<file path="src/lep_pkg.sv">
// ----------------------------------------------------------------------------
// lep_pkg - output event line parser shared types and constants
// Character codes, number-reader phase codes and the result record.
// ----------------------------------------------------------------------------
package lep_pkg;

   localparam logic [7:0] CH_NUL   = 8'h00;
   localparam logic [7:0] CH_TAB   = 8'h09;
   localparam logic [7:0] CH_LF    = 8'h0A;
   localparam logic [7:0] CH_VT    = 8'h0B;
   localparam logic [7:0] CH_FF    = 8'h0C;
   localparam logic [7:0] CH_CR    = 8'h0D;
   localparam logic [7:0] CH_SPACE = 8'h20;
   localparam logic [7:0] CH_PLUS  = 8'h2B;
   localparam logic [7:0] CH_COMMA = 8'h2C;
   localparam logic [7:0] CH_DOT   = 8'h2E;
   localparam logic [7:0] CH_ZERO  = 8'h30;
   localparam logic [7:0] CH_NINE  = 8'h39;

   // line header "~OUTPUT,"
   localparam int unsigned HEAD_LEN = 8;
   localparam logic [7:0] HEAD_TEXT [HEAD_LEN] =
      '{8'h7E, 8'h4F, 8'h55, 8'h54, 8'h50, 8'h55, 8'h54, 8'h2C};

   localparam logic [6:0] COMMA_MAX = 7'd127;
   localparam logic [6:0] COMMA_MIN = 7'd3;
   localparam logic [2:0] FIELD_MAX = 3'd7;
   localparam logic [2:0] FIELD_ID     = 3'd2;
   localparam logic [2:0] FIELD_ACTION = 3'd3;
   localparam logic [2:0] FIELD_LEVEL  = 3'd4;

   localparam logic [7:0] ACT_ON    = 8'd1;
   localparam logic [7:0] ACT_NINE  = 8'd9;
   localparam logic [7:0] ACT_TEN   = 8'd10;
   localparam logic [7:0] ACT_LEVEL = 8'd32;

   localparam logic [13:0] LEVEL_MAX = 14'd10000;

   // number reader phases
   localparam logic [2:0] PH_GAP   = 3'd0;
   localparam logic [2:0] PH_LEAD  = 3'd1;
   localparam logic [2:0] PH_SIGN  = 3'd2;
   localparam logic [2:0] PH_INT   = 3'd3;
   localparam logic [2:0] PH_FRAC1 = 3'd4;
   localparam logic [2:0] PH_FRAC2 = 3'd5;
   localparam logic [2:0] PH_DONE  = 3'd6;

   typedef struct packed {
      logic [13:0] level_hundredths;
      logic [7:0]  action_code;
      logic [15:0] output_id;
   } result_type;

endpackage

</file>
<file path="src/lep_scan.sv">
// ----------------------------------------------------------------------------
// lep_scan - line state and field decoder
// Updates the line state for one byte and flags a result on a closing LF.
// ----------------------------------------------------------------------------
module lep_scan
   import lep_pkg::*;
#(
   parameter int LINE_MAX = 127
) (
   input  logic       clock,
   input  logic       reset,
   input  logic       step,
   input  logic [7:0] rx_byte,
   output logic       res_valid,
   output result_type res_data
);

   localparam int LC_W = $clog2(LINE_MAX + 1);

   logic [LC_W-1:0] line_count_ff, line_count_in;
   logic            prefix_ok_ff, prefix_ok_in;
   logic [6:0]      comma_total_ff, comma_total_in;
   logic [2:0]      field_index_ff, field_index_in;
   logic [15:0]     id_accum_ff, id_accum_in;
   logic [7:0]      action_accum_ff, action_accum_in;
   logic [13:0]     level_accum_ff, level_accum_in;
   logic [2:0]      number_phase_ff, number_phase_in;

   logic        is_digit, is_blank, dot_ok;
   logic [3:0]  digit;
   logic [2:0]  fidx;
   logic [2:0]  phase;
   logic [19:0] id_next;
   logic [11:0] act_next;
   logic [16:0] lvl_int, lvl_frac1, lvl_frac2;
   logic        action_hit;

   always_comb begin
      is_digit = (rx_byte >= CH_ZERO) && (rx_byte <= CH_NINE);
      is_blank = (rx_byte == CH_SPACE) || (rx_byte == CH_TAB) ||
                 (rx_byte == CH_VT) || (rx_byte == CH_FF);
      digit    = is_digit ? 4'(rx_byte - CH_ZERO) : 4'd0;

      // a non-comma byte in the gap opens the next field
      if (number_phase_ff == PH_GAP) begin
         fidx  = (field_index_ff < FIELD_MAX) ? field_index_ff + 3'd1 : field_index_ff;
         phase = PH_LEAD;
      end else begin
         fidx  = field_index_ff;
         phase = number_phase_ff;
      end
      dot_ok = (rx_byte == CH_DOT) && (fidx == FIELD_LEVEL);

      id_next   = {4'd0, id_accum_ff} * 20'd10 + {16'd0, digit};
      act_next  = {4'd0, action_accum_ff} * 12'd10 + {8'd0, digit};
      lvl_int   = {3'd0, level_accum_ff} * 17'd10 + {13'd0, digit} * 17'd100;
      lvl_frac1 = {3'd0, level_accum_ff} + {13'd0, digit} * 17'd10;
      lvl_frac2 = {3'd0, level_accum_ff} + {13'd0, digit};

      action_hit = (action_accum_ff == ACT_ON) || (action_accum_ff == ACT_NINE) ||
                   (action_accum_ff == ACT_TEN) || (action_accum_ff == ACT_LEVEL);

      line_count_in   = line_count_ff;
      prefix_ok_in    = prefix_ok_ff;
      comma_total_in  = comma_total_ff;
      field_index_in  = field_index_ff;
      id_accum_in     = id_accum_ff;
      action_accum_in = action_accum_ff;
      level_accum_in  = level_accum_ff;
      number_phase_in = number_phase_ff;
      res_valid       = 1'b0;

      res_data.output_id        = id_accum_ff;
      res_data.action_code      = action_accum_ff;
      res_data.level_hundredths = level_accum_ff;

      if (!step || rx_byte == CH_CR || rx_byte == CH_NUL) begin
         // nothing to do
      end else if (rx_byte == CH_LF) begin
         if (line_count_ff != '0) begin
            res_valid = prefix_ok_ff && (line_count_ff >= LC_W'(HEAD_LEN)) &&
                        (comma_total_ff >= COMMA_MIN) && action_hit;
            line_count_in   = '0;
            prefix_ok_in    = 1'b1;
            comma_total_in  = '0;
            field_index_in  = '0;
            id_accum_in     = '0;
            action_accum_in = '0;
            level_accum_in  = '0;
            number_phase_in = PH_GAP;
         end
      end else if (line_count_ff < LC_W'(LINE_MAX)) begin
         if (line_count_ff < LC_W'(HEAD_LEN) && rx_byte != HEAD_TEXT[line_count_ff[2:0]])
            prefix_ok_in = 1'b0;
         line_count_in = line_count_ff + LC_W'(1);

         if (rx_byte == CH_COMMA) begin
            if (comma_total_ff < COMMA_MAX)
               comma_total_in = comma_total_ff + 7'd1;
            number_phase_in = PH_GAP;
         end else begin
            field_index_in  = fidx;
            number_phase_in = PH_DONE;
            case (phase)
               PH_LEAD, PH_SIGN, PH_INT: begin
                  if (phase == PH_LEAD && is_blank) begin
                     number_phase_in = PH_LEAD;
                  end else if (phase == PH_LEAD && rx_byte == CH_PLUS) begin
                     number_phase_in = PH_SIGN;
                  end else if (is_digit) begin
                     number_phase_in = PH_INT;
                     case (fidx)
                        FIELD_ID:
                           id_accum_in = (id_next > 20'd65535) ? 16'hFFFF : id_next[15:0];
                        FIELD_ACTION:
                           action_accum_in = (act_next > 12'd255) ? 8'hFF : act_next[7:0];
                        FIELD_LEVEL:
                           level_accum_in = (lvl_int > {3'd0, LEVEL_MAX}) ?
                                            LEVEL_MAX : lvl_int[13:0];
                        default: ;
                     endcase
                  end else if (dot_ok) begin
                     number_phase_in = PH_FRAC1;
                  end
               end
               PH_FRAC1: begin
                  if (is_digit) begin
                     number_phase_in = PH_FRAC2;
                     if (fidx == FIELD_LEVEL)
                        level_accum_in = (lvl_frac1 > {3'd0, LEVEL_MAX}) ?
                                         LEVEL_MAX : lvl_frac1[13:0];
                  end
               end
               PH_FRAC2: begin
                  if (is_digit && fidx == FIELD_LEVEL)
                     level_accum_in = (lvl_frac2 > {3'd0, LEVEL_MAX}) ?
                                      LEVEL_MAX : lvl_frac2[13:0];
               end
               default: ;
            endcase
         end
      end
   end

   always_ff @(posedge clock) begin
      if (reset) begin
         line_count_ff   <= '0;
         prefix_ok_ff    <= 1'b1;
         comma_total_ff  <= '0;
         field_index_ff  <= '0;
         id_accum_ff     <= '0;
         action_accum_ff <= '0;
         level_accum_ff  <= '0;
         number_phase_ff <= PH_GAP;
      end else begin
         line_count_ff   <= line_count_in;
         prefix_ok_ff    <= prefix_ok_in;
         comma_total_ff  <= comma_total_in;
         field_index_ff  <= field_index_in;
         id_accum_ff     <= id_accum_in;
         action_accum_ff <= action_accum_in;
         level_accum_ff  <= level_accum_in;
         number_phase_ff <= number_phase_in;
      end
   end

endmodule

</file>
<file path="src/lep_rsp.sv">
// ----------------------------------------------------------------------------
// lep_rsp - result register
// Holds one finished result until the receiver takes it.
// ----------------------------------------------------------------------------
module lep_rsp
   import lep_pkg::*;
(
   input  logic       clock,
   input  logic       reset,
   input  logic       load,
   input  result_type load_data,
   input  logic       out_ready,
   output logic       out_valid,
   output result_type out_data,
   output logic       slot_free
);

   logic       valid_ff, valid_in;
   result_type data_ff, data_in;

   assign slot_free = !valid_ff || out_ready;

   always_comb begin
      valid_in = valid_ff && !out_ready;
      data_in  = data_ff;
      if (load) begin
         valid_in = 1'b1;
         data_in  = load_data;
      end
   end

   always_ff @(posedge clock) begin
      if (reset)
         valid_ff <= 1'b0;
      else
         valid_ff <= valid_in;
   end

   always_ff @(posedge clock) begin
      data_ff <= data_in;
   end

   assign out_valid = valid_ff;
   assign out_data  = data_ff;

endmodule

</file>
<file path="src/output_event_line_parser_unit.sv">
// ----------------------------------------------------------------------------
// output_event_line_parser_unit - text line parser for output events
// Assembles text lines and reports id, action and level of output lines.
// ----------------------------------------------------------------------------
// Usage:
//   req channel: one received text byte per request in req_tdata.
//   rsp channel: one result per qualifying "~OUTPUT," line, issued for the
//   closing LF; other bytes and lines give nothing.
//   A byte is taken into an input register, decoded by the line scanner and
//   any result is registered in the output register that drives rsp_tvalid.
//   Throughput is one byte per cycle while the output register is free or
//   being taken: the scanner updates its counters and accumulators (one
//   multiply-by-ten-and-add) combinationally for each byte.
//   The input register can take a byte while a result waits; when the
//   receiver stalls with a result held, one byte sits in the input register
//   and req_tready drops until the result is taken.
//   Reset clears the line state, the input register and the output register.
// ----------------------------------------------------------------------------
module output_event_line_parser_unit
   import lep_pkg::*;
#(
   parameter int LINE_MAX = 127
) (
   input  logic        clock,
   input  logic        reset,
   input  logic        req_tvalid,
   output logic        req_tready,
   input  logic [7:0]  req_tdata,   // [7:0] rx_byte
   output logic        rsp_tvalid,
   input  logic        rsp_tready,
   output logic [39:0] rsp_tdata    // [15:0] output_id, [23:16] action_code,
                                    // [37:24] level_hundredths, [39:38] zero
);

   logic       in_valid_ff, in_valid_in;
   logic [7:0] in_byte_ff, in_byte_in;
   logic       slot_free, advance;
   logic       res_valid;
   result_type res_data, out_data;

   assign advance    = in_valid_ff && slot_free;
   assign req_tready = !in_valid_ff || advance;

   always_comb begin
      in_valid_in = in_valid_ff && !advance;
      in_byte_in  = in_byte_ff;
      if (req_tvalid && req_tready) begin
         in_valid_in = 1'b1;
         in_byte_in  = req_tdata;
      end
   end

   always_ff @(posedge clock) begin
      if (reset)
         in_valid_ff <= 1'b0;
      else
         in_valid_ff <= in_valid_in;
   end

   always_ff @(posedge clock) begin
      in_byte_ff <= in_byte_in;
   end

   lep_scan #(
      .LINE_MAX(LINE_MAX)
   ) u_scan (
      .clock    (clock),
      .reset    (reset),
      .step     (advance),
      .rx_byte  (in_byte_ff),
      .res_valid(res_valid),
      .res_data (res_data)
   );

   lep_rsp u_rsp (
      .clock    (clock),
      .reset    (reset),
      .load     (advance && res_valid),
      .load_data(res_data),
      .out_ready(rsp_tready),
      .out_valid(rsp_tvalid),
      .out_data (out_data),
      .slot_free(slot_free)
   );

   assign rsp_tdata = {2'b00, out_data};

endmodule

</file>
<file path="config.mk">
export PLATFORM = sky130hd
export DESIGN_NAME = output_event_line_parser_unit
export DESIGN_NICKNAME = d
export VERILOG_FILES = /design/src/lep_pkg.sv /design/src/lep_scan.sv /design/src/lep_rsp.sv /design/src/output_event_line_parser_unit.sv
export SDC_FILE = /design/constraint.sdc
export NUM_CORES = 1
export LEC_CHECK = 0
export ABC_AREA = 1
export BUFFER_PORTS_ARGS = -buffer_cell sky130_fd_sc_hd__buf_2
export CORE_MARGIN = 1.5
export CORE_UTILIZATION = 50
export DETAILED_ROUTE_END_ITERATION = 8
export PLACE_DENSITY = 0.78
export SYNTH_ARGS = -nofsm -noshare
export SYNTH_HDL_FRONTEND = slang
export SYNTH_SLANG_ARGS = --single-unit
export TNS_END_PERCENT = 1
</file>
<file path="constraint.sdc">
create_clock -name clock -period 4.7 [get_ports clock]
set_clock_uncertainty 0.2 [all_clocks]
set_input_delay 0.47 -clock clock [delete_from_list [all_inputs] [get_ports clock]]
set_output_delay 0.47 -clock clock [all_outputs]
set_load 0.01 [all_outputs]
</file>
---- Yosys cells after proc, flatten, opt, wreduce, memory -nomap -nowiden ----
Memories as Yosys holds them, arrays and structs flattened.
Index checks and enable logic that the tools add are counted.
cells by class
  equality and inequality tests ........... 33
  multipliers ............................. 5
  divide/modulo/power cells ............... 0
  magnitude comparators ................... 14
  shift-type cells ........................ 0
  bitwise operators ....................... 2
  mux-type cells .......................... 70
  reductions and logical operators ........ 48
  $add $sub $neg .......................... 9
operators with widths
  cell                   count
  $mux 14                14
  $mux 16                10
  $mux 8                 12
  $eq 8x4->1 const B     7
  $gt 17x14->1 const B   3
  $mux 7                 7
  $pmux 14 s3            1
  $eq 8x6->1 const B     5
  $mux 3                 13
  $add 20x4->20          1
  $gt 20x16->1 const B   1
  $mul 16x3->19 const B  1
  $reduce_and 9->1       2
  $add 17x11->17         1
  $mul 14x3->16 const B  1
  $reduce_bool 2->1      8
  $add 14x4->15          1
  $add 14x8->15          1
  $ne 3x1->1 const B     5
  $add 7x1->7 const B    2
  $logic_and 1x1->1      14
  $lt 7x7->1 const B     2
  $add 12x4->12          1
  $eq 3x2->1 const B     4
  37 further kinds       64
storage, ports and cells
  memories ................................ 1
  latch bits .............................. 0
  register bits ........................... 107
  bits in read-only memories .............. 64
  output and inout port bits .............. 42
  RAM bits ................................ 0
memory list
  memory           words  width  rd ports  clocked after memory_dff  write ports  RTL line        RTL
  (no name shown)  8      8      1         0                         0            lep_scan.sv:93  if (line_count_ff < LC_W'(HEAD_LEN) && rx_byte != HEAD_TEXT[line_count_ff[2:0]])

---- Logic depth before layout (Yosys ltp) ----
  depth in word-level cells ............... 15
  mapped depth ............................ 28
  mapped depth without buffers ............ 26

---- Modules after synthesis ----
Synthesis repeated with hierarchy kept, for this count alone.
second synthesis, totals
  cells, all modules ...................... 1,418
  area total of the unflattened synthesis .. 9,695.5 µm²
modules (own cells, without submodules)
  module                         area each (µm²)  cells an instance  times used
  lep_scan                       8,190.4          1,354              1
  lep_rsp                        1,183.6          43                 1
  output_event_line_parser_unit  321.6            21                 1

---- Worst setup path after synthesis ----
OpenSTA, ideal clock, no wires.
  path kind ............................... register -> register
  start ................................... register in_byte_ff[2]
  end ..................................... register u_scan.level_accum_ff[1]
  clock period less this slack ............ 3.835 ns
  data required time ...................... 4.429 ns
  arrival ................................. 3.564 ns
  path slack .............................. 0.865 ns
  path buffers ............................ 2
  cell stages (with the launch flop) ...... 23
  cells stage by stage .................... edfxtp_1 -> buf_6 -> o21ai_4 -> nand3_4 -> ha_1 -> inv_1 -> ha_1 -> ha_1 -> xor2_1 -> ha_1 -> nand2_1 -> nor3_1 -> nand3_1 -> nand3b_1 -> nand3_1 -> nand2_1 -> nand3_1 -> nor2_4 -> buf_4 -> nand3_1 -> a21oi_1 -> nand2_1 -> a21oi_1
between the ends
  word-level cells in the longest chain between the ends .. 15
ends and longest elaborated chain
  item                                             RTL line                             RTL
  start: declaration                               output_event_line_parser_unit.sv:36  logic [7:0] in_byte_ff, in_byte_in;
  start signal: assignment                         output_event_line_parser_unit.sv:61  in_byte_ff <= in_byte_in;
  $ge 8x6->1 / $le 8x6->1 (equally long branches)  lep_scan.sv:39                       is_digit = (rx_byte >= CH_ZERO) && (rx_byte <= CH_NINE);
  $logic_and 1x1->1                                lep_scan.sv:39
  $mux 4                                           lep_scan.sv:42                       digit = is_digit ? 4'(rx_byte - CH_ZERO) : 4'd0;
  $mul 4x5->9                                      lep_scan.sv:56                       lvl_int = {3'd0, level_accum_ff} * 17'd10 + {13'd0, digit} * 17'd100;
  $add 17x11->17                                   lep_scan.sv:56
  $gt 17x14->1                                     lep_scan.sv:118                      level_accum_in = (lvl_int > {3'd0, LEVEL_MAX}) ?
  $mux 14                                          lep_scan.sv:118
  $mux 14                                          lep_scan.sv:112                      case (fidx)
  $mux 14                                          lep_scan.sv:110                      end else if (is_digit) begin
  $mux 14                                          lep_scan.sv:108                      end else if (phase == PH_LEAD && rx_byte == CH_PLUS) begin
  $mux 14                                          lep_scan.sv:106                      if (phase == PH_LEAD && is_blank) begin
  $pmux 14 s3                                      lep_scan.sv:104                      case (phase)
  $mux 14                                          lep_scan.sv:97                       if (rx_byte == CH_COMMA) begin
  $mux 14                                          lep_scan.sv:92                       end else if (line_count_ff < LC_W'(LINE_MAX)) begin
  $mux 14                                          lep_scan.sv:79                       end else if (rx_byte == CH_LF) begin
  end signal: assignment                           lep_scan.sv:162                      level_accum_ff <= level_accum_in;
  end: declaration                                 lep_scan.sv:26                       logic [13:0] level_accum_ff, level_accum_in;
Parallel ways exist; a longest one is shown, timed or not. The select of a mux whose other input is x is not followed.
A chain may end at the register's enable or synchronous reset.

---- Worst setup path in the final report ----
  start ................................... register in_byte_ff[2]
  end ..................................... register u_scan.level_accum_ff[12]
Same word-level chain as after synthesis.

==> reports/results.tsv <==
metric	value	unit
run status	finished, final reports clean	
Worst Hold Depth	1	
Slew headroom	0.247	
# clock sinks	107	
antenna viol nets, final	0	
Req. time, crit path	4790	ps
Worst Hold Slack	76.9	ps
Cell Pwr Density	175	nW/um^2
final core utilization	0.563	
vias in the first global route	8370	
Syn. warnings	0	
critical-path cell list	buf_4, nor2_1, inv_1, nor4_1, ha_1, fa_1, ha_1, a21oi_1, o21ai_0, nand3_1, nand4_1, nand2_1, nand3_1, nor2_4, nand2_1, a21oi_1, nand2_1, a21oi_1	
CTS buffer count	9	
Worst Hold Class	in2reg	
Switch Pwr	0.477	mW
Critical Path Sink Type	register	
Reg power frac	0.527	
Antenna diodes	0	
core area	19000	sq um
initial antenna violation count	0	
hold wc startpoint	req_tdata[0]	
crit path DAT	4460	ps
max incr delay on CP	510	ps
Worst-path clk slew	80	ps
sequential share of the synthesized area	0.266	
ratio of cells with drive above 1 in the final layout	0.0933	
syn_area_per_cell	6.83	sq um
P_int	1.39	mW
# H-tree levels	3	
Root Driver	clkbuf_16	
routed vias	9358	
largest area contributor in the netlist	nand2_1	
Boundary Pins	54	
Placer Congestion	0.938	
Vias per Instance	5.31	
largest net degree at the start of global routing	50	
ys flop type	dfxtp_1	
1st-iter DRT viols	771	
FF-to-FF path depth	18	
Final setup viols	0	
initial cell density of the core	0.516	
f_max	229	MHz
die width	143	um
Net Sw Frac	0.256	
CTS Buffer Depth	2	
clock power share	0.403	
All-Layer GR Usage	0.229	
Syn Inst Count	1430	
Pins Over Slew Limit	0	
part of the cycle the worst path needs	0.930	
Tmin final	4370	ps
Logic pwr share	0.070	
share of the synthesized area in the top cell type	0.148	
post-DP HPWL	18100	um
Setup CP Type	reg2reg	
die area	20400	sq um
row count	50	
clock insertion delay at the later pin of the skew report	360	ps
grt ovf	0	
CP Launch Point	in_byte_ff[2]$_DFFE_PP_	
Routed WL	23200	um
FF/Latch Area	2600	sq um
startpoint types	register	
CP max FO	12	
wire per inst	13.2	um
# DRC	0	
Yosys cell types	60	
top post-synthesis cells by area	nand2_1, edfxtp_1, ha_1	
FF+latch count, synth	107	
Multi-input gate area	6180	sq um
Max IR drop VDD	0.000183	V
Slowest-stage cell, CP	edfxtp_1	
I/O Buffers	51	
Post-synth EDFFs	46	
number of hold buffers added after cts	0	
fraction of registers with async set/reset	0	
reg2reg start	in_byte_ff[2]$_DFFE_PP_	
Max Cap Viol	0	
fill count	1821	
TritonCTS clock tree	yes	
Pre-antenna DRT Iters	7	
Hold Fails Final Rpt	0	
Post-Synthesis Cell Area	9770	sq um
Area growth syn-to-layout	9.18	%
Least-Margin Pin Slew	1130	ps
# nets final	1613	
Leakage	5.18	nW
Die H	143	um
global-route wire length before repair	38200	um
==> placed cells by master (no fill, tap or decap), types with 4 or more instances in the layout <==
master	netlist	final
inv_1	215	215
nand2_2	8	10
a211oi_1	4	4
nand3_1	132	132
nor2_1	104	102
o21ai_1	7	7
o21ai_0	37	37
xnor2_1	14	14
nand3b_1	18	18
fa_1	4	4
nor3_1	28	26
edfxtp_1	46	46
ha_1	101	101
nor2_4	5	6
nand4_1	29	29
buf_4	7	27
buf_2	4	51
a31oi_1	5	5
a21oi_1	99	99
nand2_1	385	383
nor4_1	5	5
xor2_1	42	42
nor2_2	7	8
dfxtp_1	61	61
clkbuf_16	0	9
conb_1	1	4
==> metrics by stage <==
step           power [mW]  worst slack (ps)  instance area, sq um  TNS, ps  cells
2_1_floorplan        1.10               865                  9780        0   1433
3_3_place_gp         1.13               357                 10300        0   1739
3_5_place_dp         1.13               224                 10300        0   1739
4_1_cts              1.88               186                 10600        0   1755
5_1_grt              1.93             -8.14                 10700    -8.14   1761
6_report             1.87               331                 10700        0   1761
==> cells in the mapped netlist, drive strengths merged (2+ instances only) <==
cell type,n
xor2,42
nor3,29
o2111ai,2
o21bai,3
nand4,30
fa,4
nand3b,18
clkinv,2
buf,19
inv,217
ha,101
a31oi,6
or2,3
a21o,2
xnor2,14
nand3,137
o211ai,2
o22ai,2
nand2,393
dlygate4sd3,2
clkbuf,4
o21ai,48
edfxtp,46
a211oi,4
nor4,5
dfxtp,61
nor3b,2
a21oi,101
nor2,116
==> state kept, by name (all words and copies together) (netlist names) <==
register and count:
in_valid_ff 1, in_byte_ff 8, u_scan.number_phase_ff 3, u_rsp.out_valid 1, u_scan.prefix_ok_ff 1, u_scan.field_index_ff 3
u_scan.comma_total_ff 7, u_scan.level_accum_ff 14, u_scan.id_accum_ff 16, u_scan.action_accum_ff 8, u_scan.line_count_ff 7, u_rsp.out_data 38
==> final timing paths <==
path / slack (ps) / to
min: 80 / in_byte_ff[0]$_DFFE_PP_
max reg2reg: 330 / u_scan.level_accum_ff[12]$_SDFFE_PP0P_
max: 330 / u_scan.level_accum_ff[12]$_SDFFE_PP0P_
min reg2reg: 270 / u_scan.prefix_ok_ff$_SDFFE_PP1P_
==> layout make-up <==
type                            instances  area share
Clock buffer                           10      0.0215
Tap cell                              260      0.0305
Timing Repair Buffer                   78      0.0429
Multi-Input combinational cell       1081       0.579
Inverter                              219      0.0772
Clock inverter                          6     0.00516
Sequential cell                       107       0.244
==> layer usage <==
layer / up-vias / global-route usage / routed length (um)
met1: 4236 / 0.325 / 11500
met4: 0 / 0.0770 / 470
met5: - / 0 / 0
met2: 243 / 0.358 / 10200
met3: 40 / 0.0309 / 1070
li1: 4839 / - / -
==> worst max-delay path: cells and delay by family, from the launching register on <==
family                     cells  cell delay, ps
buffers and inverters          2             300
and+or+nand+nor                9            1420
DFF                            1             510
AOI/OAI and AO/OA              4             790
adders and majority gates      3            1040
==> repair_timing <==
action	4_1_cts	5_1_grt
endpoints found under the setup margin	0	14
buffers inserted	0	6
gates resized for setup	0	5
==> kinds of logic (layout without fill, tap and decap cells) <==
logic type,count (synthesis),in the layout,synth area share
adders and majority gates,105,105,0.138
other,1,4,0.000384
buffers and inverters,245,313,0.105
and+or+nand+nor,736,736,0.336
AOI/OAI and AO/OA,180,180,0.104
DFF,107,107,0.266
xor gates and xnor gates,56,56,0.0502
==> power by group through the flow <==
stage	Clock (mW)	Sequential, mW	Combinational, mW
floorplan	0	1.00	0.101
global placement	0	1.00	0.122
detailed placement	0	1.00	0.123
CTS	0.769	0.983	0.124
global route	0.797	0.985	0.147
finish	0.752	0.983	0.131
Power figures use the tool's default switching activity.
